$ cat src/hw/rtl/cartesian_to_polar_convert_top_assert.svh
// ----------------------------------------------------------------------------
// cartesian_to_polar_convert_top_assert.svh
// assertion macros shared by the converter modules
// ----------------------------------------------------------------------------
`ifndef CARTESIAN_TO_POLAR_CONVERT_TOP_ASSERT_SVH
`define CARTESIAN_TO_POLAR_CONVERT_TOP_ASSERT_SVH

// same-cycle implication, clocked on clk, off while rst_n is low
`define CPC_ASSERT_IMP(name, ante, cons, msg) \
  name: assert property (@(posedge clk) disable iff (!rst_n) (ante) |-> (cons)) \
    else $error(msg);

// next-cycle implication
`define CPC_ASSERT_NXT(name, ante, cons, msg) \
  name: assert property (@(posedge clk) disable iff (!rst_n) (ante) |=> (cons)) \
    else $error(msg);

`endif

$ cat src/hw/rtl/cpc_pkg.sv
// ----------------------------------------------------------------------------
// cpc_pkg
// shared types, constants and the arctangent table of the converter
// ----------------------------------------------------------------------------
`default_nettype none

package cpc_pkg;

  localparam int CPC_ITERATIONS  = 16;
  localparam int CPC_COORD_WIDTH = 16;
  localparam int CPC_MAX_STAGES  = 24;
  localparam int CPC_FRAC_BITS   = 16;
  localparam int CPC_IN_W        = 32;
  localparam int CPC_OUT_W       = 32;

  localparam logic signed [14:0] CPC_HALF_PI_Q13 = 15'sd12868;
  localparam logic [29:0]        CPC_INV_GAIN_Q30 = 30'd652032874;

  typedef struct packed {
    logic        special;
    logic        origin;
    logic [15:0] spec_mag;
    logic [14:0] spec_ang;
  } cpc_tag_t;

  localparam int CPC_TAG_W = $bits(cpc_tag_t);

  // atan(2^-i) in q30, truncated
  function automatic logic [31:0] cpc_atan(input logic [4:0] idx);
    logic [31:0] v;
    case (idx)
      5'd0:    v = 32'd843314856;
      5'd1:    v = 32'd497837829;
      5'd2:    v = 32'd263043836;
      5'd3:    v = 32'd133525158;
      5'd4:    v = 32'd67021686;
      5'd5:    v = 32'd33543515;
      5'd6:    v = 32'd16775850;
      5'd7:    v = 32'd8388437;
      5'd8:    v = 32'd4194282;
      5'd9:    v = 32'd2097149;
      5'd10:   v = 32'd1048575;
      5'd11:   v = 32'd524287;
      5'd12:   v = 32'd262143;
      5'd13:   v = 32'd131071;
      5'd14:   v = 32'd65535;
      5'd15:   v = 32'd32767;
      5'd16:   v = 32'd16383;
      5'd17:   v = 32'd8191;
      5'd18:   v = 32'd4095;
      5'd19:   v = 32'd2047;
      5'd20:   v = 32'd1023;
      5'd21:   v = 32'd511;
      5'd22:   v = 32'd255;
      5'd23:   v = 32'd127;
      5'd24:   v = 32'd63;
      default: v = 32'd0;
    endcase
    return v;
  endfunction

endpackage

`default_nettype wire

$ cat src/hw/rtl/cpc_front.sv
// ----------------------------------------------------------------------------
// cpc_front
// input register: classifies a pair as origin, zero x or rotated, folds x < 0
// ----------------------------------------------------------------------------
`default_nettype none

module cpc_front import cpc_pkg::*; #(
  parameter int COORD_WIDTH = CPC_COORD_WIDTH
) (
  input  wire logic                          clk,
  input  wire logic                          rst_n,
  input  wire logic                          in_tvalid,
  output logic                               in_tready,
  input  wire logic [CPC_IN_W-1:0]           in_tdata,   // x_coord[15:0], y_coord[31:16]
  output logic                               f_valid,
  input  wire logic                          f_ready,
  output logic signed [COORD_WIDTH:0]        f_x,
  output logic signed [COORD_WIDTH:0]        f_y,
  output cpc_tag_t                           f_tag
);

  logic [COORD_WIDTH-1:0]        x_raw, y_raw;
  logic signed [COORD_WIDTH:0]   xe, ye, xn, yn, ay;
  logic [32:0]                   ay33;
  cpc_tag_t                      tag;

  logic                          fv_r;
  logic signed [COORD_WIDTH:0]   fx_r, fy_r;
  cpc_tag_t                      ftag_r;

  if (COORD_WIDTH <= 16) begin : g_narrow
    assign x_raw = in_tdata[COORD_WIDTH-1:0];
    assign y_raw = in_tdata[16+COORD_WIDTH-1:16];
  end else begin : g_wide
    assign x_raw = {{(COORD_WIDTH-16){1'b0}}, in_tdata[15:0]};
    assign y_raw = {{(COORD_WIDTH-16){1'b0}}, in_tdata[31:16]};
  end

  always_comb begin
    xe   = (COORD_WIDTH+1)'(signed'(x_raw));
    ye   = (COORD_WIDTH+1)'(signed'(y_raw));
    xn   = xe[COORD_WIDTH] ? -xe : xe;
    yn   = xe[COORD_WIDTH] ? -ye : ye;
    ay   = ye[COORD_WIDTH] ? -ye : ye;
    ay33 = 33'(unsigned'(ay));
    tag.origin   = (xe == '0) && (ye == '0);
    tag.special  = (xe == '0);
    tag.spec_mag = '0;
    tag.spec_ang = '0;
    if ((xe == '0) && (ye != '0)) begin
      tag.spec_mag = (ay33 > 33'd65535) ? 16'hFFFF : ay33[15:0];
      tag.spec_ang = ye[COORD_WIDTH] ? -CPC_HALF_PI_Q13 : CPC_HALF_PI_Q13;
    end
  end

  assign in_tready = !fv_r || f_ready;

  always_ff @(posedge clk) begin
    if (!rst_n) begin
      fv_r <= 1'b0;
    end else if (in_tready) begin
      fv_r <= in_tvalid;
    end
  end

  always_ff @(posedge clk) begin
    if (in_tvalid && in_tready) begin
      fx_r   <= xn;
      fy_r   <= yn;
      ftag_r <= tag;
    end
  end

  assign f_valid = fv_r;
  assign f_x     = fx_r;
  assign f_y     = fy_r;
  assign f_tag   = ftag_r;

  `include "cartesian_to_polar_convert_top_assert.svh"

  `CPC_ASSERT_IMP(a_fold_pos, fv_r && !ftag_r.special, fx_r > 0, "folded x not positive")
  `CPC_ASSERT_IMP(a_origin_sp, fv_r && ftag_r.origin, ftag_r.special && (ftag_r.spec_mag == '0), "origin tag inconsistent")

endmodule

`default_nettype wire

$ cat config.mk
export PLATFORM = sky130hd
export DESIGN_NAME = cpc_front
export DESIGN_NICKNAME = d
export VERILOG_FILES = /design/src/hw/rtl/cpc_pkg.sv /design/src/hw/rtl/cpc_front.sv
export VERILOG_INCLUDE_DIRS = /design/src /design/src/hw/rtl
export SDC_FILE = /design/constraint.sdc
export NUM_CORES = 1
export LEC_CHECK = 0
export BUFFER_PORTS_ARGS = -buffer_cell sky130_fd_sc_hd__clkbuf_2
export CORE_MARGIN = 2
export CORE_UTILIZATION = 40
export DETAILED_ROUTE_END_ITERATION = 10
export HOLD_SLACK_MARGIN = 0.02
export PLACE_DENSITY = 0.74
export SLEW_MARGIN = 40
export SYNTH_ARGS = -nofsm -noshare
export SYNTH_HDL_FRONTEND = slang
export SYNTH_SLANG_ARGS = --single-unit
export TNS_END_PERCENT = 30
$ cat constraint.sdc
create_clock -name clk -period 6.48 [get_ports clk]
set_input_delay 0.972 -clock clk [delete_from_list [all_inputs] [get_ports clk]]
set_output_delay 0.972 -clock clk [all_outputs]
set_load 0.005 [all_outputs]
# Word level (Yosys, flattened, before mapping)

Cells that the tools add are included.

$add $sub $neg: 2
Multiply operators: 0
Div/mod/pow operators: 0
$lt $le $gt $ge: 1
Equality and inequality tests: 0
Shift-type cells: 0
Mux-type cells: 5
Bitwise gates (word level): 0
Reduce and logical (&&, ||, !) cells: 8

Operators with widths:

| cell                 | count |
|---|---|
| $logic_not 17->1     | 2 |
| $mux 17              | 2 |
| $neg 16->17          | 2 |
| $mux 15              | 2 |
| $gt 17x16->1 const B | 1 |
| $reduce_bool 17->1   | 1 |
| $mux 16              | 1 |
| $logic_and 1x1->1    | 3 |
| $logic_not 1->1      | 1 |
| $logic_or 1x1->1     | 1 |

Flip-flop bits (word level): 68
Bits in latches: 0
Bits in writable memories: 0
Bits in read-only memories: 0
Bits of input ports: 36
Output and inout port bits: 69
Logic and storage cells: 24
Memories: 0

# Logic depth before layout (Yosys ltp)

Depth in word-level cells: 4
Mapped depth: 10
Mapped depth without buffers: 9

# Worst setup path before layout

No wires, ideal clock.

Path type: input to register
Start: in in_tdata[16]
End: reg ftag_r (netlist bit f_tag[30]), data pin
Arrival: 2793 ps
Required time: 6214 ps
Path slack: 3421 ps
Cell stages on the path: 10
Path buffers: 2
Path through: inv_1 ha_1 nor3b_4 nand3_1 nor3_1 ha_1 nand2b_1 clkbuf_1 clkbuf_1 nor2_1

Longest elaborated chain between the ends: 4
Elaborated cells on any way between the ends: 6

Ends and longest elaborated chain:

| what                 | RTL line        | text |
|---|---|---|
| start, declared      | cpc_front.sv:14 | `input wire logic [CPC_IN_W-1:0] in_tdata,` |
| $neg 16->17          | cpc_front.sv:44 | `ay = ye[COORD_WIDTH] ? -ye : ye;` |
| $mux 17              | cpc_front.sv:44 |  |
| $gt 17x16->1         | cpc_front.sv:51 | `tag.spec_mag = (ay33 > 33'd65535) ? 16'hFFFF : ay33[15:0];` |
| $mux 16              | cpc_front.sv:51 |  |
| end signal, assigned | cpc_front.sv:70 | `ftag_r <= tag;` |
| end, declared        | cpc_front.sv:29 | `cpc_tag_t ftag_r;` |

Several ways; a longest one is shown, not always the timed one.
A chain may end at the register's enable or synchronous reset.

# Worst setup path in the final report

Start: in in_tdata[16]
End: reg ftag_r (netlist bit f_tag[27]), data pin

The elaborated chain is that of the path after synthesis.

==> summary.md <==
| Metric | Value |
|---|---|
| Layout cells sized above 1 | 0.3587 |
| Placed wire-length estimate | about 4400 um |
| Initial Util | 0.4180 |
| P&R area growth vs syn | 20.87% |
| Seq. cell area | roughly 0.0017 mm^2 |
| CP required | 6.55 ns |
| CP Class | primary input to register |
| Hold EP | f_valid$_SDFFE_PN0N_ |
| CTS Buf Count | 5 |
| Max Cap Viol | 0 |
| Sequential area share after synthesis | 0.5821 |
| Worst skew pair latency | slightly above 0.3 ns |
| Global Route Usage Sum | 0.1603 |
| Setup crit start kind | primary input |
| R2r worst-path depth | 3 |
| Placed cells | approximately 420 |
| CTS resizes | 0 |
| Post-CTS Setup Bufs | 0 |
| Reg2reg setup slack | 4.97 ns |
| Ys flop type | edfxtp_1 |
| FF-to-FF End | f_tag[22]$_SDFFCE_PN0P_ |
| Post-route minimum period | 3.237 ns |
| Yosys reg bits | 56 |
| FFs w/ async S/R, synth | 0 |
| Status | complete, no violations |
| Worst Hold Class | register to register |
| Cell Count, Final, Fillers Out | between 400 and 500 |
| Root Driver | clkbuf_8 |
| Min-delay src | f_valid$_SDFFE_PN0N_ |
| Initial drt markers | between 80 and 90 |
| Final hold vios | 0 |
| Initial antenna violation count | 0 |
| Worst-path fanout max | 17 |
| Final setup skew | 0.008668 ns |
| Leak | 1.410 nW |
| FP Rows | 30 |
| Max clock buf depth | 2 |
| DRT Pass-1 Iters | 4 |
| Worst r2r src | f_valid$_SDFFE_PN0N_ |
| I/O pins | 105 |
| H-tree depth | 2 |
| Worst-Margin Slew | roughly 0.7 ns |
| Core Area | about 0.007 mm^2 |
| WL final | approximately 6100 um |
| Mapped Area | 0.002872 mm^2 |
| Routed Antenna Nets | 0 |
| Die Ht | between 80 and 90 um |
| Setup TNS | 0 ns |
| CTS tree | yes |
| Vias/cell | about 5 |
| Worst slew margin | 0.5394 |
| Synth warnings | 0 |
| Synth cell types | 39 |
| Fmax | 308.9 MHz |
| Net count, final | between 300 and 400 |
| PortBufs | slightly above 100 |
| Min-Delay Path Depth | 2 |
| CTS hold repair buffers | 0 |
| Number of global-route vias before repair | 2013 |
| Max-slew violation count | 0 |
| VDD IR-drop max | roughly 0.000085 V |
| Clock transition at path regs | 0.11 ns |
| Via total after detailed routing | between 2000 and 2500 |
| Drt drc | 0 |
| Power Density | 212.8 mW/mm^2 |
| Multi-input gate area | between 0.001 and 0.0015 mm^2 |
| Global-route wire length before repair | 9680 um |
| Worst EP arrival | roughly 3.3 ns |
| Die W | 88.73 um |
| Synth Area per Inst | about 12 um^2 |
| Post-synth EDFFs | 55 |
| Remaining Overflow, GRT | 0 |
| Syn Inst Count | roughly 240 |
| Gpl congestion | 0.8751 |
| Die area | approximately 0.0079 mm^2 |
| Routed WL per cell | about 14 um |
| Post-layout util | 0.5053 |
| Crit end category | register |
| Largest net degree at the start of global routing | 56 |
| # fillers | about 640 |
| ANT cells | 0 |
| Finish-stage setup viols | 0 |
| RSZ-0062 raised after global routing | false |
| TritonCTS Sinks | 56 |
| Fin crit share | 0.4996 |
per-stage QoR:
stage / power (W) / instance area (um^2) / hold WS (ns) / setup slack (ns)
final: 0.0007387 / 3471 / 0.5421 / 3.243
after global routing: 0.0007707 / 3471 / 0.5972 / 2.968
after CTS: 0.0007459 / 3471 / 0.5472 / 3.215
after detailed placement: 0.0005525 / 3379 / 0.5288 / 2.890
after global placement: 0.0005499 / 3379 / 0.5179 / 3.080
after floorplan: 0.0005026 / 2875 / 0.5366 / 3.421
how the worst max path moves through the flow:
stage | start | to | slack [ns] | cells past startpoint
after global routing | in_tdata[16] | f_tag[26]$_SDFFCE_PN0P_ | 2.97 | 10
after detailed placement | in_tdata[16] | f_tag[27]$_SDFFCE_PN0P_ | 2.89 | 10
after global placement | in_tdata[16] | f_tag[26]$_SDFFCE_PN0P_ | 3.08 | 10
after CTS | in_tdata[16] | f_tag[26]$_SDFFCE_PN0P_ | 3.21 | 10
final | in_tdata[16] | f_tag[27]$_SDFFCE_PN0P_ | 3.24 | 10
after floorplan | in_tdata[16] | f_tag[30]$_SDFFCE_PN0P_ | 3.42 | 10
cells by family after synthesis:
logic type	after synthesis	synth area share
multiplexers	1	0.003486
AND/OR/NAND/NOR	62	0.1176
flip-flops	56	0.5821
XOR/XNOR	35	0.1068
AO/OA/AOI/OAI	46	0.1024
buffers and inverters	34	0.06013
other	1	0.001306
adder cells (fa/ha/maj)	6	0.02614
sequential cells by signal, indices dropped and copies added, names as in the netlist:
signal	flops
f_valid	1
f_x	17
f_y	17
f_tag	21
area by class of cell:
cell class | count | area share
flip-flops and latches | 56 | 0.4816
clock buffers | 5 | 0.01983
repair buffers | 103 | 0.1492
well taps | 96 | 0.03461
inverters | 10 | 0.01081
multi-input cells | 152 | 0.2974
clock inverters | 3 | 0.006489
report_power, final:
| group | internal (W) | total [W] | switching (W) |
|---|---|---|---|
| sequential | 0.000427 | 0.000434 | 0.00000681 |
| clock | 0.0000778 | 0.000195 | 0.000118 |
| combinational | 0.0000479 | 0.000110 | 0.0000616 |
| total | 0.000553 | 0.000739 | 0.000186 |
worst max-delay path: stages:
cell	delay, ns
clkbuf_2	0.12
inv_1	0.08
ha_1	0.18
nor3b_4	0.35
nand3_1	0.25
nor3_1	0.32
ha_1	0.21
nand2b_1	0.50
inv_1	0.17
o311a_1	0.15
cell usage after synthesis (all sizes together), types with 6 or more instances:
cell | n | area share
ha | 6 | 0.026
a31oi | 6 | 0.013
nor2 | 14 | 0.018
xnor2 | 30 | 0.092
nor3 | 8 | 0.017
clkbuf | 12 | 0.016
o31ai | 6 | 0.016
buf | 12 | 0.031
a21oi | 14 | 0.024
nand2 | 15 | 0.020
nand2b | 6 | 0.013
nor4 | 6 | 0.015
inv | 9 | 0.012
edfxtp | 55 | 0.58
o21ai | 9 | 0.017
cell usage in the layout (no fill, tap or decap), drive strengths merged, types with 8 or more instances in the layout:
cell / n
a21oi: 14
nor3: 8
o21ai: 9
nand2: 15
inv: 10
xnor2: 30
nor2: 14
edfxtp: 55
clkbuf: 107
routing by layer:
| layer | routed length (um) | global-route usage | up-vias |
|---|---|---|---|
| met2 | 2935 | 0.2537 | 91 |
| met3 | 374 | 0.02892 | 12 |
| met1 | 2648 | 0.2136 | 989 |
| met4 | 162 | 0.07576 | 0 |
| li1 | - | - | 1036 |
| met5 | 0 | 0 | - |
Power figures use the tool's default switching activity.
