**src/hw/rtl/cartesian_to_polar_convert_top_assert.svh**
```systemverilog
// ----------------------------------------------------------------------------
// cartesian_to_polar_convert_top_assert.svh
// assertion macros shared by the converter modules
// ----------------------------------------------------------------------------
`ifndef CARTESIAN_TO_POLAR_CONVERT_TOP_ASSERT_SVH
`define CARTESIAN_TO_POLAR_CONVERT_TOP_ASSERT_SVH

// same-cycle implication, clocked on clk, off while rst_n is low
`define CPC_ASSERT_IMP(name, ante, cons, msg) \
  name: assert property (@(posedge clk) disable iff (!rst_n) (ante) |-> (cons)) \
    else $error(msg);

// next-cycle implication
`define CPC_ASSERT_NXT(name, ante, cons, msg) \
  name: assert property (@(posedge clk) disable iff (!rst_n) (ante) |=> (cons)) \
    else $error(msg);

`endif

```
**src/hw/rtl/cpc_pkg.sv**
```systemverilog
// ----------------------------------------------------------------------------
// cpc_pkg
// shared types, constants and the arctangent table of the converter
// ----------------------------------------------------------------------------
`default_nettype none

package cpc_pkg;

  localparam int CPC_ITERATIONS  = 16;
  localparam int CPC_COORD_WIDTH = 16;
  localparam int CPC_MAX_STAGES  = 24;
  localparam int CPC_FRAC_BITS   = 16;
  localparam int CPC_IN_W        = 32;
  localparam int CPC_OUT_W       = 32;

  localparam logic signed [14:0] CPC_HALF_PI_Q13 = 15'sd12868;
  localparam logic [29:0]        CPC_INV_GAIN_Q30 = 30'd652032874;

  typedef struct packed {
    logic        special;
    logic        origin;
    logic [15:0] spec_mag;
    logic [14:0] spec_ang;
  } cpc_tag_t;

  localparam int CPC_TAG_W = $bits(cpc_tag_t);

  // atan(2^-i) in q30, truncated
  function automatic logic [31:0] cpc_atan(input logic [4:0] idx);
    logic [31:0] v;
    case (idx)
      5'd0:    v = 32'd843314856;
      5'd1:    v = 32'd497837829;
      5'd2:    v = 32'd263043836;
      5'd3:    v = 32'd133525158;
      5'd4:    v = 32'd67021686;
      5'd5:    v = 32'd33543515;
      5'd6:    v = 32'd16775850;
      5'd7:    v = 32'd8388437;
      5'd8:    v = 32'd4194282;
      5'd9:    v = 32'd2097149;
      5'd10:   v = 32'd1048575;
      5'd11:   v = 32'd524287;
      5'd12:   v = 32'd262143;
      5'd13:   v = 32'd131071;
      5'd14:   v = 32'd65535;
      5'd15:   v = 32'd32767;
      5'd16:   v = 32'd16383;
      5'd17:   v = 32'd8191;
      5'd18:   v = 32'd4095;
      5'd19:   v = 32'd2047;
      5'd20:   v = 32'd1023;
      5'd21:   v = 32'd511;
      5'd22:   v = 32'd255;
      5'd23:   v = 32'd127;
      5'd24:   v = 32'd63;
      default: v = 32'd0;
    endcase
    return v;
  endfunction

endpackage

`default_nettype wire

```
**src/hw/rtl/cpc_queue.sv**
```systemverilog
// ----------------------------------------------------------------------------
// cpc_queue
// two-entry queue between the classifying front and the rotation back end
// ----------------------------------------------------------------------------
`default_nettype none

module cpc_queue import cpc_pkg::*; #(
  parameter int DATA_W = 2 * (CPC_COORD_WIDTH + 1) + CPC_TAG_W
) (
  input  wire logic              clk,
  input  wire logic              rst_n,
  input  wire logic              s_valid,
  output logic                   s_ready,
  input  wire logic [DATA_W-1:0] s_data,
  output logic                   m_valid,
  input  wire logic              m_ready,
  output logic [DATA_W-1:0]      m_data
);

  logic [DATA_W-1:0] mem_r [2];
  logic              wr_ptr_r, rd_ptr_r;
  logic [1:0]        cnt_r;
  logic              push, pop;

  assign s_ready = (cnt_r != 2'd2);
  assign m_valid = (cnt_r != 2'd0);
  assign push    = s_valid && s_ready;
  assign pop     = m_valid && m_ready;
  assign m_data  = mem_r[rd_ptr_r];

  always_ff @(posedge clk) begin
    if (!rst_n) begin
      wr_ptr_r <= 1'b0;
      rd_ptr_r <= 1'b0;
      cnt_r    <= 2'd0;
    end else begin
      if (push) begin
        wr_ptr_r <= !wr_ptr_r;
      end
      if (pop) begin
        rd_ptr_r <= !rd_ptr_r;
      end
      if (push && !pop) begin
        cnt_r <= cnt_r + 2'd1;
      end else if (pop && !push) begin
        cnt_r <= cnt_r - 2'd1;
      end
    end
  end

  always_ff @(posedge clk) begin
    if (push) begin
      mem_r[wr_ptr_r] <= s_data;
    end
  end

  `include "cartesian_to_polar_convert_top_assert.svh"

  `CPC_ASSERT_NXT(a_q_fill, push && !pop, cnt_r == $past(cnt_r) + 2'd1, "queue count did not rise")
  `CPC_ASSERT_NXT(a_q_drain, pop && !push, cnt_r == $past(cnt_r) - 2'd1, "queue count did not fall")

endmodule

`default_nettype wire

```
**config.mk**
```make
export PLATFORM = sky130hd
export DESIGN_NAME = cpc_queue
export DESIGN_NICKNAME = d
export VERILOG_FILES = /design/src/hw/rtl/cpc_pkg.sv /design/src/hw/rtl/cpc_queue.sv
export VERILOG_INCLUDE_DIRS = /design/src /design/src/hw/rtl
export SDC_FILE = /design/constraint.sdc
export NUM_CORES = 1
export LEC_CHECK = 0
export BUFFER_PORTS_ARGS = -buffer_cell sky130_fd_sc_hd__buf_2
export CORE_MARGIN = 2
export CORE_UTILIZATION = 47
export CTS_BUF_LIST = sky130_fd_sc_hd__clkbuf_16
export DETAILED_ROUTE_END_ITERATION = 7
export PLACE_DENSITY = 0.87
export SYNTH_ARGS = -nofsm -noshare
export SYNTH_HDL_FRONTEND = slang
export SYNTH_SLANG_ARGS = --single-unit
```
**constraint.sdc**
```tcl
create_clock -name clk -period 2.56 [get_ports clk]
set_input_delay 0.128 -clock clk [delete_from_list [all_inputs] [get_ports clk]]
set_output_delay 0.128 -clock clk [all_outputs]
set_load 0.02 [all_outputs]
```
## Word-level counts from Yosys, hierarchy flattened

Memory sizes are Yosys's and may differ from the RTL's. A register that Yosys moved wholly into a read port is not among the register bits.
Cells that the tools add are included.

| word-level totals | value |
|---|---|
| bits in registers | 4 |
| memory bits (writable) | 134 |
| output and inout port bits | 69 |
| memories | 1 |
| logic and storage cells | 23 |

| cells by class | value |
|---|---|
| reductions and logical operators | 10 |
| mux-type cells | 6 |
| eq/ne operators | 1 |
| add/subtract/negate cells | 2 |

Memory list:

| name | words | width | read ports | clocked after memory_dff | wr ports | RTL line | RTL |
|---|---|---|---|---|---|---|---|
| mem_r | 2 | 67 | 1 | 1 | 1 | cpc_queue.sv:20 | `logic [DATA_W-1:0] mem_r [2];` |

Operators with widths:

| cell | number |
|---|---|
| logical AND 1 bit | 4 |
| zero test 1 bit | 4 |
| 2-to-1 mux 1 bit | 4 |
| 2-to-1 mux 2 bit | 2 |
| nonzero test 2 bit | 2 |
| adder 2 x 1 -> 2 bit, second input constant | 1 |
| inequality test 2 bit, second input constant | 1 |
| subtractor 2 x 1 -> 2 bit, second input constant | 1 |

## Depth between registers and ports, before layout

Gate-level depths: netlist (run 1).

| logic depth | value |
|---|---|
| depth after elaboration | 6 |
| depth in mapped cells | 6 |
| mapped depth without buffers | 6 |

## Least setup slack after synthesis (run 1)

OpenSTA, ideal clock, no wires.

| path | value |
|---|---|
| path type | flip-flop to flip-flop |
| from | reg cnt_r[0] |
| to | mem mem_r[1][0] in the netlist's numbering, enable pin |
| setup time | 0.433 ns |
| path slack | -0.098 ns |
| required time | 2.127 ns |
| path buffers | 0 |
| stages on the path, launching flop included | 3 |
| arrival time | 2.225 ns |
| cells stage by stage | dfxtp_1 -> nand2b_4 -> and3_1 |

| on the way | value |
|---|---|
| longest elaborated chain between the ends | 4 |

Ends and longest elaborated chain:

| what | RTL line | RTL |
|---|---|---|
| start, declared | cpc_queue.sv:22 | `logic [1:0] cnt_r;` |
| start signal, assigned | cpc_queue.sv:44 | `cnt_r <= cnt_r + 2'd1;` |
| start signal, assigned | cpc_queue.sv:46 | `cnt_r <= cnt_r - 2'd1;` |
| inequality test 2 bit | cpc_queue.sv:25 | `assign s_ready = (cnt_r != 2'd2);` |
| named net s_ready | cpc_queue.sv:13 | `output logic s_ready,` |
| logical AND 1 bit | cpc_queue.sv:27 | `assign push = s_valid && s_ready;` |
| 2-to-1 mux 1 bit | cpc_queue.sv:52 | `if (push) begin` |
| 2-to-1 mux 1 bit (implied by the code) | cpc_queue.sv:53 | `mem_r[wr_ptr_r] <= s_data;` |
| end, declared | cpc_queue.sv:20 |  |

The timed path passes the listed nets, and every way through them passes these cells.

==> PnR_summary.wiki, run 1 <==
{| class="wikitable"
! Metric !! Value
|-
| Aggregate global-route resource usage || a little under a fifth
|-
| Int Pwr || 5184 uW
|-
| Number of detailed-route iterations in the first pass || 4
|-
| Start point of the worst min-delay path || s_valid
|-
| Final-layout fill cell count || around 670
|-
| Synthesized instance count || around 230
|-
| Insertion delay to the later sink of the worst-skew pair || 0.41 ns
|-
| Antenna violations before repair || 0
|-
| Total power per unit cell area || between 1000 and 1500 mW/mm2
|-
| Bufs and invs on worst path || 2
|-
| Relative contribution of sequential cells to total power || around two fifths
|-
| Maximum number of pins on one net before global-route repair || 43
|-
| Final period util || 78.01%
|-
| Top cells by area in the synthesized netlist || edfxtp_1 (79%), mux2_2 (15%), dfxtp_1 (2.0%), buf_6 (0.67%), and2_1 (0.49%)
|-
| Max frequency || between 500 and 600 MHz
|-
| Number of synthesized register bits || around 140
|-
| Number of CTS-inserted buffers || 17
|-
| Clock transition at path regs || approximately 0.06 ns
|-
| Share of the synthesized area in the top cell type || 79.25%
|-
| Power share of the clock group || about a third
|-
| Initial detailed-routing violation count || 124
|-
| Y dimension of the die || roughly 110 um
|-
| Reg2Reg Launch Point || cnt_r[0]$_SDFFE_PN0P_
|-
| Headroom to the max-slew limit || 62.51%
|-
| Dpl hpwl || 5843 um
|-
| Minimum hold slack || between 0.09 and 0.1 ns
|-
| Antenna Cells || 0
|-
| Arrival time worst endpoint || around 1.9 ns
|-
| Layout Cells excl Fill || around 610
|-
| Mapped Area || between 0.005 and 0.006 mm2
|-
| Crit path capture type || output port
|-
| Largest stage delay on the critical path || between 0.5 and 0.6 ns
|-
| Type of the worst setup path || flop to output port
|-
| Sequential element share of the synthesized area || slightly above 80%
|-
| Number of I/O port buffers || approximately 140
|-
| Type of element launching the critical path || flop
|-
| Critical Path Slowest Stage Cell || dfxtp_4
|-
| Ratio of cells with drive above 1 in the final layout || ~53%
|-
| Worst vdd rail ir drop || 0.6429 mV
|-
| TritonCTS clock tree || yes
|-
| Site Rows || 37
|-
| Number of clock sinks seen by CTS || 139
|-
| Fraction of power consumed by combinational cells || ~25%
|-
| Unrepaired setup endpoints after global routing || false
|-
| Num ports || 140
|-
| H-tree level count || 4
|-
| Hold Violations, Final || 0
|-
| Number of synthesis warnings || 0
|-
| Die Span X || 107.9 um
|-
| Setup TNS || 0 ns
|-
| CP Cell Sequence || buf_12 -> mux2_2 -> buf_2
|-
| Largest delay contributor family on the critical path || flip-flops
|-
| Die area || between 0.01 and 0.015 mm2
|-
| Vias after detailed routing || 2931
|-
| Number of different library cells in the post-synthesis netlist || 21
|-
| Switching share of power || between 20% and 30%
|-
| Final worst clock skew || around 0.0095 ns
|-
| Avg Inst Size Synth || 21.89 um2
|-
| Net load switching power || slightly above 2000 uW
|-
| Core Box Area || around 0.010 mm2
|-
| Post-route antenna net violation count || 0
|-
| Initial standard-cell utilization of the core || between 40% and 50%
|-
| GRT overflow || 0
|-
| Count of unresolved DRC violations after routing || 0
|-
| Result of the run || finished, final reports clean
|-
| Via count of the first global-routing pass || about 3200
|-
| Critical path fanouts, max || 42
|-
| Post-DR wirelength/cell || 17.18 um
|-
| Final period demand of the worst path || 1.997 ns
|-
| Nets || between 500 and 600
|-
| Maximum root-to-sink buffer count || 2
|-
| Post-Synthesis Net Count || 304
|-
| # setup viols final || 0
|-
| CP required || 2.43 ns
|-
| Library cell occupying the most area in the post-synthesis netlist || edfxtp_1
|-
| Hold WC Path Type || input pin to flop
|-
| Number of max-capacitance violations reported || 0
|-
| Global-route wire length before repair || approximately 15000 um
|-
| Drt total wl || ~10000 um
|-
| Root Buffer || clkbuf_16
|-
| Count of final max-slew check failures || 0
|-
| Vias per std cell || between 4 and 5
|-
| Number of cells after detailed placement || a little over 500
|-
| Worst Tran Pin Value || roughly 0.56 ns
|-
| Final weighted congestion in routability-driven placement || between 0.6 and 0.7
|-
| Post-CTS setup-driven buffer insertion count || 0
|-
| Share of the core filled with cells || 69.59%
|-
| Total of cells resized after clock tree synthesis || 0
|-
| Lkg Pwr || about 0.0028 uW
|-
| Layout overhead on the synthesized area || 42.76%
|}
## power groups by stage
stage / combinational (uW) / clock (uW) / sequential (uW)
2_1_floorplan: 1260 / 0 / 2960
6_report: 1840 / 2430 / 2980
5_1_grt: 1960 / 2590 / 3010
3_5_place_dp: 1750 / 0 / 3030
3_3_place_gp: 1720 / 0 / 3010
4_1_cts: 1840 / 2470 / 2990
## cell usage after synthesis, drive strengths merged
| master | n |
|---|---|
| edfxtp | 134 |
| mux2 | 67 |
| buf | 7 |
| dfxtp | 5 |
| and2 | 4 |
| a21boi | 2 |
| o21ai | 2 |
| xnor2 | 2 |
| a21bo | 1 |
| and3 | 1 |
| ha | 1 |
| inv | 1 |
| nand2b | 1 |
| nand3b | 1 |
| or2 | 1 |
| or3 | 1 |
| xor2 | 1 |
## per-layer routing
metal  global-route usage (%)  wire, um  up-vias
met1                    19.96      4091     1433
met3                    6.450       603       12
met5                        0         0        -
met2                    32.52      5589      106
li1                         -         -     1380
met4                    6.685       111        0
## state kept, by name, indices dropped and copies added (netlist names), named ones only
signal and cells:
mem_r 134, wr_ptr_r 1, cnt_r 2, rd_ptr_r 1
## per-stage QoR
stage	setup WS [ns]	cell area, um2	power, uW
6_report	0.5630	7248	7253
5_1_grt	0.4706	7248	7558
4_1_cts	0.5555	7248	7304
3_5_place_dp	0.7762	5967	4783
3_3_place_gp	0.8813	5967	4725
2_1_floorplan	0.1444	5079	4215
## worst reg2reg max path: cells and delay by family (launching register included)
| family | cells | cell delay (ns) |
|---|---|---|
| buffers and inverters | 2 | 0.71 |
| flip-flops | 1 | 0.42 |
| AND/OR/NAND/NOR | 2 | 0.31 |
## repair_timing
action	CTS	global route
hold buffers	68	0
endpoints found under the hold margin	139	0
endpoints found under the setup margin	0	0
## logic make-up after synthesis
family                     share of synthesized area [%]
AOI/OAI and AO/OA                                 0.6899
xor gates and xnor gates                          0.5176
adders and majority gates                         0.2464
buffers and inverters                              1.183
DFF                                                81.22
muxes                                              14.86
and+or+nand+nor                                    1.282
## worst paths after layout
kind | to | slack [ns] | cells after the start
hold reg to reg | cnt_r[1]$_SDFFE_PN0P_ | 0.57 | 2
setup / recovery | m_data[30] | 0.56 | 3
hold / removal | wr_ptr_r$_SDFFE_PN0P_ | 0.1 | 3
setup reg to reg | mem_r[0][40]$_DFFE_PP_ | 0.80 | 4
## layout make-up
cell class / instances / area (um2) / share of cell area (%)
Sequential cell: 139 / 4128 / 56.95
Timing Repair Buffer: 212 / 1451 / 20.02
Multi-Input combinational cell: 85 / 894.6 / 12.34
Clock buffer: 17 / 425.4 / 5.869
Clock inverter: 15 / 175.2 / 2.417
Tap cell: 136 / 170.2 / 2.348
Inverter: 1 / 3.754 / 0.05179
## cells in the final DEF (no fill, tap or decap), types with 2 or more instances in the layout
cell           count
bufinv_16          3
buf_2            139
dlygate4sd3_1     68
inv_6              2
clkinvlp_4         2
clkbuf_16         17
mux2_2            67
clkinv_2           2
dfxtp_1            4
xnor2_1            2
buf_12             3
clkinv_4           4
buf_4              2
edfxtp_1         134
and2_1             4
(Power assumes the default switching activity.)
==> run 2: changes to the inputs <==
--- a/config.mk
+++ b/config.mk
@@ -8,10 +8,10 @@
 export LEC_CHECK = 0
 export BUFFER_PORTS_ARGS = -buffer_cell sky130_fd_sc_hd__buf_2
 export CORE_MARGIN = 2
-export CORE_UTILIZATION = 47
+export CORE_UTILIZATION = 52
 export CTS_BUF_LIST = sky130_fd_sc_hd__clkbuf_16
 export DETAILED_ROUTE_END_ITERATION = 7
-export PLACE_DENSITY = 0.87
+export PLACE_DENSITY = 0.9
 export SYNTH_ARGS = -nofsm -noshare
 export SYNTH_HDL_FRONTEND = slang
 export SYNTH_SLANG_ARGS = --single-unit
==> constraint.sdc (replaced) <==
create_clock -name clk -period 1.9 [get_ports clk]
set_input_delay 0.095 -clock clk [delete_from_list [all_inputs] [get_ports clk]]
set_output_delay 0.095 -clock clk [all_outputs]
set_load 0.02 [all_outputs]
==> run 2 against run 1 <==
Net effect:
- register-to-register slack got worse by 0.47 ns
- largest cell class unchanged
- highest routed layer unchanged
- critical path depth unchanged
- combinational power grew 37%
==> PnR_summary.wiki, run 2 (same netlist as run 1, synthesis figures left out) <==
{| class="wikitable"
! Metric !! Value
|-
| Result of the run || finished, final reports clean
|-
| Share of the core filled with cells || 75.18%
|-
| Net load switching power || around 2700 uW
|-
| Critical path fanouts, max || 67
|-
| Antenna violations before repair || 1
|-
| Layout overhead on the synthesized area || 42.73%
|-
| Global-route wire length before repair || around 14000 um
|-
| Ratio of cells with drive above 1 in the final layout || 52.24%
|-
| Maximum root-to-sink buffer count || 2
|-
| Type of element launching the critical path || flop
|-
| Arrival time worst endpoint || about 1.7 ns
|-
| Layout Cells excl Fill || around 600
|-
| Fraction of power consumed by combinational cells || 26.0%
|-
| Register ranked first by flip-flop count || mem_r
|-
| Maximum number of pins on one net before global-route repair || just under 70
|-
| Hold Violations, Final || 0
|-
| CP Cell Sequence || buf_12 -> mux2_2 -> buf_2
|-
| Leading cell types in the layout, fill and taps excluded || buf_2 (139), edfxtp_1 (134), dlygate4sd3_1 (68)
|-
| Max frequency || roughly 570 MHz
|-
| Final weighted congestion in routability-driven placement || approximately 0.7
|-
| # setup viols final || 0
|-
| Core Box Area || 0.009639 mm2
|-
| Worst vdd rail ir drop || between 0.8 and 0.9 mV
|-
| Post-CTS setup-driven buffer insertion count || 0
|-
| Number of CTS-inserted buffers || 17
|-
| Relative contribution of sequential cells to total power || around two fifths
|-
| Total power per unit cell area || ~1300 mW/mm2
|-
| H-tree level count || 4
|-
| Number of flip-flops under the largest register name || about 130
|-
| Worst Tran Pin Value || between 0.3 and 0.4 ns
|-
| Minimum setup slack after placement || between 0.3 and 0.4 ns
|-
| Final period util || 92.28%
|-
| Initial detailed-routing violation count || 92
|-
| GRT overflow || 0
|-
| Num ports || 140
|-
| Vias per std cell || about 5
|-
| Final worst clock skew || between 0.01 and 0.015 ns
|-
| Nets || 528
|-
| Power share of the clock group || 33.2%
|-
| Leading cell type in the layout, fill and taps excluded || buf_2
|-
| Count of unresolved DRC violations after routing || 0
|-
| Drt total wl || between 9000 and 10000 um
|-
| Largest stage delay on the critical path || between 0.3 and 0.4 ns
|-
| Die area || approximately 0.011 mm2
|-
| Setup slack of the worst register-to-register path || between 0.3 and 0.4 ns
|-
| Clock transition at path regs || 0.06 ns
|-
| Aggregate global-route resource usage || approximately a fifth
|-
| Headroom to the max-slew limit || between 70 and 80%
|-
| Crit path capture type || output port
|-
| Number of I/O port buffers || 139
|-
| Lkg Pwr || ~0.0028 uW
|-
| Number of detailed-route iterations in the first pass || 4
|-
| CP required || between 1.5 and 2 ns
|-
| Insertion delay to the later sink of the worst-skew pair || 0.41 ns
|-
| Y dimension of the die || 102.8 um
|-
| Critical Path Slowest Stage Cell || mux2_2
|-
| Int Pwr || 6959 uW
|-
| Initial standard-cell utilization of the core || a little over half
|-
| Largest regs || mem_r: 134 flops, cnt_r: 2 flops
|-
| Setup ws final || between 0.1 and 0.15 ns
|-
| Via count of the first global-routing pass || slightly above 3000
|-
| Switching share of power || between 20 and 30%
|-
| Unrepaired setup endpoints after global routing || false
|-
| Final period demand of the worst path || between 1.5 and 2 ns
|-
| Number of cells after detailed placement || roughly 500
|-
| Dpl hpwl || approximately 5500 um
|-
| Total of cells resized after clock tree synthesis || 0
|-
| Post-route antenna net violation count || 0
|-
| Type of the worst setup path || flop to output port
|-
| Number of max-capacitance violations reported || 0
|-
| Root Buffer || clkbuf_16
|-
| Die Span X || 102.8 um
|-
| Site Rows || 36
|-
| TritonCTS clock tree || yes
|-
| Number of clock sinks seen by CTS || between 100 and 150
|-
| Final-layout fill cell count || around 600
|-
| Hold WC Path Type || input pin to flop
|-
| Post-DR wirelength/cell || ~16 um
|-
| Vias after detailed routing || between 2000 and 3000
|-
| Count of final max-slew check failures || 0
|}
run 2: path summary, 6_finish.rpt:
check                   startpoint                     to  cells after the start
min reg2reg  cnt_r[1]$_SDFFE_PN0P_  cnt_r[1]$_SDFFE_PN0P_                      2
max                           flop             m_data[29]                      3
max reg2reg  cnt_r[1]$_SDFFE_PN0P_  cnt_r[1]$_SDFFE_PN0P_                      5
min                        s_valid  wr_ptr_r$_SDFFE_PN0P_                      3
run 2: what timing repair did:
item	in CTS	in global routing
endpoints found under the hold margin	139	0
setup endpoints to repair	0	0
hold buffers	68	0
run 2: worst max-delay path: cells and delay by family, from the launching register on:
family | cells | cell delay, ns
buf+inv | 2 | 0.47
flops | 1 | 0.34
mux | 1 | 0.39
run 2: through the flow:
step | instance area, um2 | TNS (ns) | power [uW] | hold slack, ns
6_report | 7247 | 0 | 9692 | 0.03700
5_1_grt | 7247 | 0 | 10090 | 0.02624
4_1_cts | 7244 | 0 | 9741 | 0.02075
3_5_place_dp | 5978 | 0 | 6430 | 0.2861
3_3_place_gp | 5978 | 0 | 6356 | 0.2832
2_1_floorplan | 5084 | -8.424 | 5679 | 0.1939
run 2: area by class of cell:
cell class / count / area [um2] / area share (%)
Timing Repair Buffer: 212 / 1464 / 20.20
Tap cell: 133 / 166.4 / 2.296
Inverter: 1 / 7.507 / 0.1036
Clock buffer: 17 / 425.4 / 5.870
Antenna cell: 1 / 2.502 / 0.03453
Sequential cell: 139 / 4126 / 56.94
Clock inverter: 15 / 160.2 / 2.210
Multi-Input combinational cell: 85 / 894.6 / 12.34
run 2: metal layers:
metal	routed length, um	global-route usage (%)	share of wire [%]	vias to the layer above
met5	0	0	0	-
met4	189	9.615	1.9	0
met3	442	5.763	4.5	18
met2	5476	34.19	55	88
met1	3809	20.31	38	1455
li1	-	-	-	1372
run 2: power by group through the flow:
| stage | combinational, uW | clock [uW] | sequential (uW) |
|---|---|---|---|
| CTS | 2540 | 3250 | 3950 |
| global route | 2700 | 3400 | 3990 |
| global placement | 2380 | 0 | 3980 |
| floorplan | 1700 | 0 | 3980 |
| finish | 2520 | 3220 | 3950 |
| detailed placement | 2420 | 0 | 4010 |
==> run 3: changes to the inputs <==
--- a/config.mk
+++ b/config.mk
@@ -10,7 +10,9 @@
 export CORE_MARGIN = 2
 export CORE_UTILIZATION = 52
 export CTS_BUF_LIST = sky130_fd_sc_hd__clkbuf_16
+export CTS_CLUSTER_SIZE = 40
 export DETAILED_ROUTE_END_ITERATION = 7
+export GPL_ROUTABILITY_DRIVEN = 0
 export PLACE_DENSITY = 0.9
 export SYNTH_ARGS = -nofsm -noshare
 export SYNTH_HDL_FRONTEND = slang
==> constraint.sdc (replaced) <==
create_clock -name clk -period 1.9 [get_ports clk]
set_input_delay 0.285 -clock clk [delete_from_list [all_inputs] [get_ports clk]]
set_output_delay 0.285 -clock clk [all_outputs]
set_load 0.02 [all_outputs]
==> run 3 against run 2 <==
Net effect:
- clock power grew 3%
- design area shrank 8.1%
- clock skew shrank 0.0050 ns
- highest routed layer is now met5
- non-clock buffer count shrank 65
==> PnR_summary.wiki, run 3 (same netlist as run 1, synthesis figures left out) <==
{| class="wikitable"
! Metric !! Value
|-
| Ratio of cells with drive above 1 in the final layout || around three fifths
|-
| Largest delay contributor family on the critical path || flip-flops
|-
| Clock transition at path regs || roughly 0.050 ns
|-
| Antenna violations before repair || 1
|-
| Type of element launching the critical path || flop
|-
| Headroom to the max-slew limit || 71.95%
|-
| Total power per unit cell area || ~1500 mW/mm2
|-
| Share of the core filled with cells || between 60% and 70%
|-
| Bufs and invs on worst path || 2
|-
| Largest stage delay on the critical path || ~0.43 ns
|-
| Count of unresolved DRC violations after routing || 0
|-
| Die Span X || around 100 um
|-
| Hold Violations, Final || 0
|-
| Initial detailed-routing violation count || 83
|-
| Antenna Cells || 0
|-
| Post-DR wirelength/cell || approximately 17 um
|-
| Worst Tran Pin Value || ~0.42 ns
|-
| Y dimension of the die || 102.8 um
|-
| Vias per std cell || between 4 and 5
|-
| Global-route wire length before repair || 12650 um
|-
| CP required || ~1.6 ns
|-
| Largest regs || mem_r: 134 flops, cnt_r: 2 flops
|-
| Maximum number of pins on one net before global-route repair || between 40 and 50
|-
| Number of I/O port buffers || about 140
|-
| Initial standard-cell utilization of the core || a little over half
|-
| Lkg Pwr || 0.002509 uW
|-
| H-tree level count || 4
|-
| Count of final max-slew check failures || 0
|-
| Register ranked first by flip-flop count || mem_r
|-
| Critical path fanouts, max || 17
|-
| Arrival time worst endpoint || 1.56 ns
|-
| Number of CTS-inserted buffers || 17
|-
| Insertion delay to the later sink of the worst-skew pair || roughly 0.4 ns
|-
| Number of detailed-route iterations in the first pass || 4
|-
| Maximum root-to-sink buffer count || 2
|-
| Die area || ~0.011 mm2
|-
| Type of the worst setup path || flop to output port
|-
| Layout overhead on the synthesized area || 31.12%
|-
| Number of flip-flops under the largest register name || 134
|-
| Setup TNS || 0 ns
|-
| Worst vdd rail ir drop || around 0.93 mV
|-
| Unrepaired setup endpoints after global routing || false
|-
| Post-CTS setup-driven buffer insertion count || 0
|-
| Hold WC Path Type || input pin to flop
|-
| CP Cell Sequence || clkbuf_16 -> mux2_2 -> buf_2
|-
| TritonCTS clock tree || yes
|-
| Result of the run || finished, final reports clean
|-
| Final period util || 97.00%
|-
| Critical Path Slowest Stage Cell || dfxtp_4
|-
| Post-route antenna net violation count || 0
|-
| Final-layout fill cell count || between 600 and 700
|-
| # setup viols final || 0
|-
| GRT overflow || 0
|-
| Aggregate global-route resource usage || between 10% and 20%
|-
| Number of clock sinks seen by CTS || approximately 140
|-
| Drt total wl || between 8000 and 9000 um
|-
| Leading cell type in the layout, fill and taps excluded || buf_2
|-
| Core Box Area || between 0.009 and 0.01 mm2
|-
| Vias after detailed routing || around 2700
|-
| Final period demand of the worst path || 1.843 ns
|-
| Max frequency || 542.6 MHz
|-
| Crit path capture type || output port
|-
| Reg2Reg Launch Point || cnt_r[1]$_SDFFE_PN0P_
|-
| Final worst clock skew || a little over 0.007 ns
|-
| Dpl hpwl || between 5000 and 6000 um
|-
| Num ports || between 100 and 150
|-
| Site Rows || 36
|-
| Via count of the first global-routing pass || approximately 2600
|-
| Nets || ~460
|-
| Setup slack of the worst register-to-register path || between 0.3 and 0.4 ns
|-
| Number of max-capacitance violations reported || 0
|-
| Hold-fix buffers at CTS || 0
|-
| Root Buffer || clkbuf_16
|-
| Leading cell types in the layout, fill and taps excluded || buf_2 (139), edfxtp_1 (134), mux2_2 (67)
|-
| Start point of the worst min-delay path || s_data[13]
|}
[run 3: changes by cell type in the layout (fill, tap and decap cells not counted)]
cell           delta
buf_16            +2
clkbuf_16         +2
buf_12            -2
diode_2           -1
dfxtp_2           -1
bufinv_16         +1
inv_6             +1
inv_1             -2
clkinv_2          +1
dlygate4sd3_1    -68
buf_4             +1
clkinv_4          -2
dfxtp_4           +1
[run 3: routing by layer]
| layer | track usage, % | wire length (um) |
|---|---|---|
| met2 | 27.70 | 4582 |
| met5 | 0 | 11 |
| met1 | 19.15 | 3694 |
| met4 | 7.692 | 146 |
| met3 | 6.237 | 556 |
[run 3: final cells by class]
cell class | count | area, um2 | share of cell area (%)
flip-flops and latches | 139 | 4129 | 62.02
inverters | 1 | 7.507 | 0.1128
clock inverters | 14 | 178.9 | 2.687
well taps | 133 | 166.4 | 2.500
repair buffers | 147 | 855.8 | 12.85
multi-input cells | 85 | 894.6 | 13.44
clock buffers | 17 | 425.4 | 6.390
[run 3: worst reg2reg max path, stage by stage, from the launching register on]
cell,delay [ns]
dfxtp_1,0.43
nand2b_4,0.10
and2_1,0.18
ha_1,0.33
or3_1,0.35
a21boi_1,0.14
[run 3: final timing paths]
kind / cells after the start / endpoint
max: 3 / m_data[65]
min: 1 / mem_r[0][13]$_DFFE_PP_
max reg2reg: 5 / cnt_r[1]$_SDFFE_PN0P_
min reg2reg: 2 / cnt_r[1]$_SDFFE_PN0P_
[run 3: stage by stage]
step | setup WS, ns | instance area, um2 | cells | total power [uW] | hold slack (ns)
2_1_floorplan | -0.1257 | 5084 | 232 | 5679 | 0.3839
3_3_place_gp | 0.4021 | 5966 | 502 | 6345 | 0.4726
3_5_place_dp | 0.3327 | 5966 | 502 | 6413 | 0.4762
4_1_cts | 0.005420 | 6605 | 534 | 9809 | 0.05643
5_1_grt | 0.0009720 | 6658 | 536 | 10220 | 0.05573
6_report | 0.05697 | 6658 | 536 | 9824 | 0.06933
[run 3: where the power goes]
group          total, uW  internal [uW]  switching, uW  leakage [uW]
Sequential          3970           3840            135       0.00129
Combinational       2540           1110           1430      0.000920
Clock               3310           2170           1140      0.000295
[run 3: timing repair]
item / in CTS / in global routing
cloned: 1 / 2
gates resized for setup: 2 / 1
setup endpoints to repair: 67 / 62
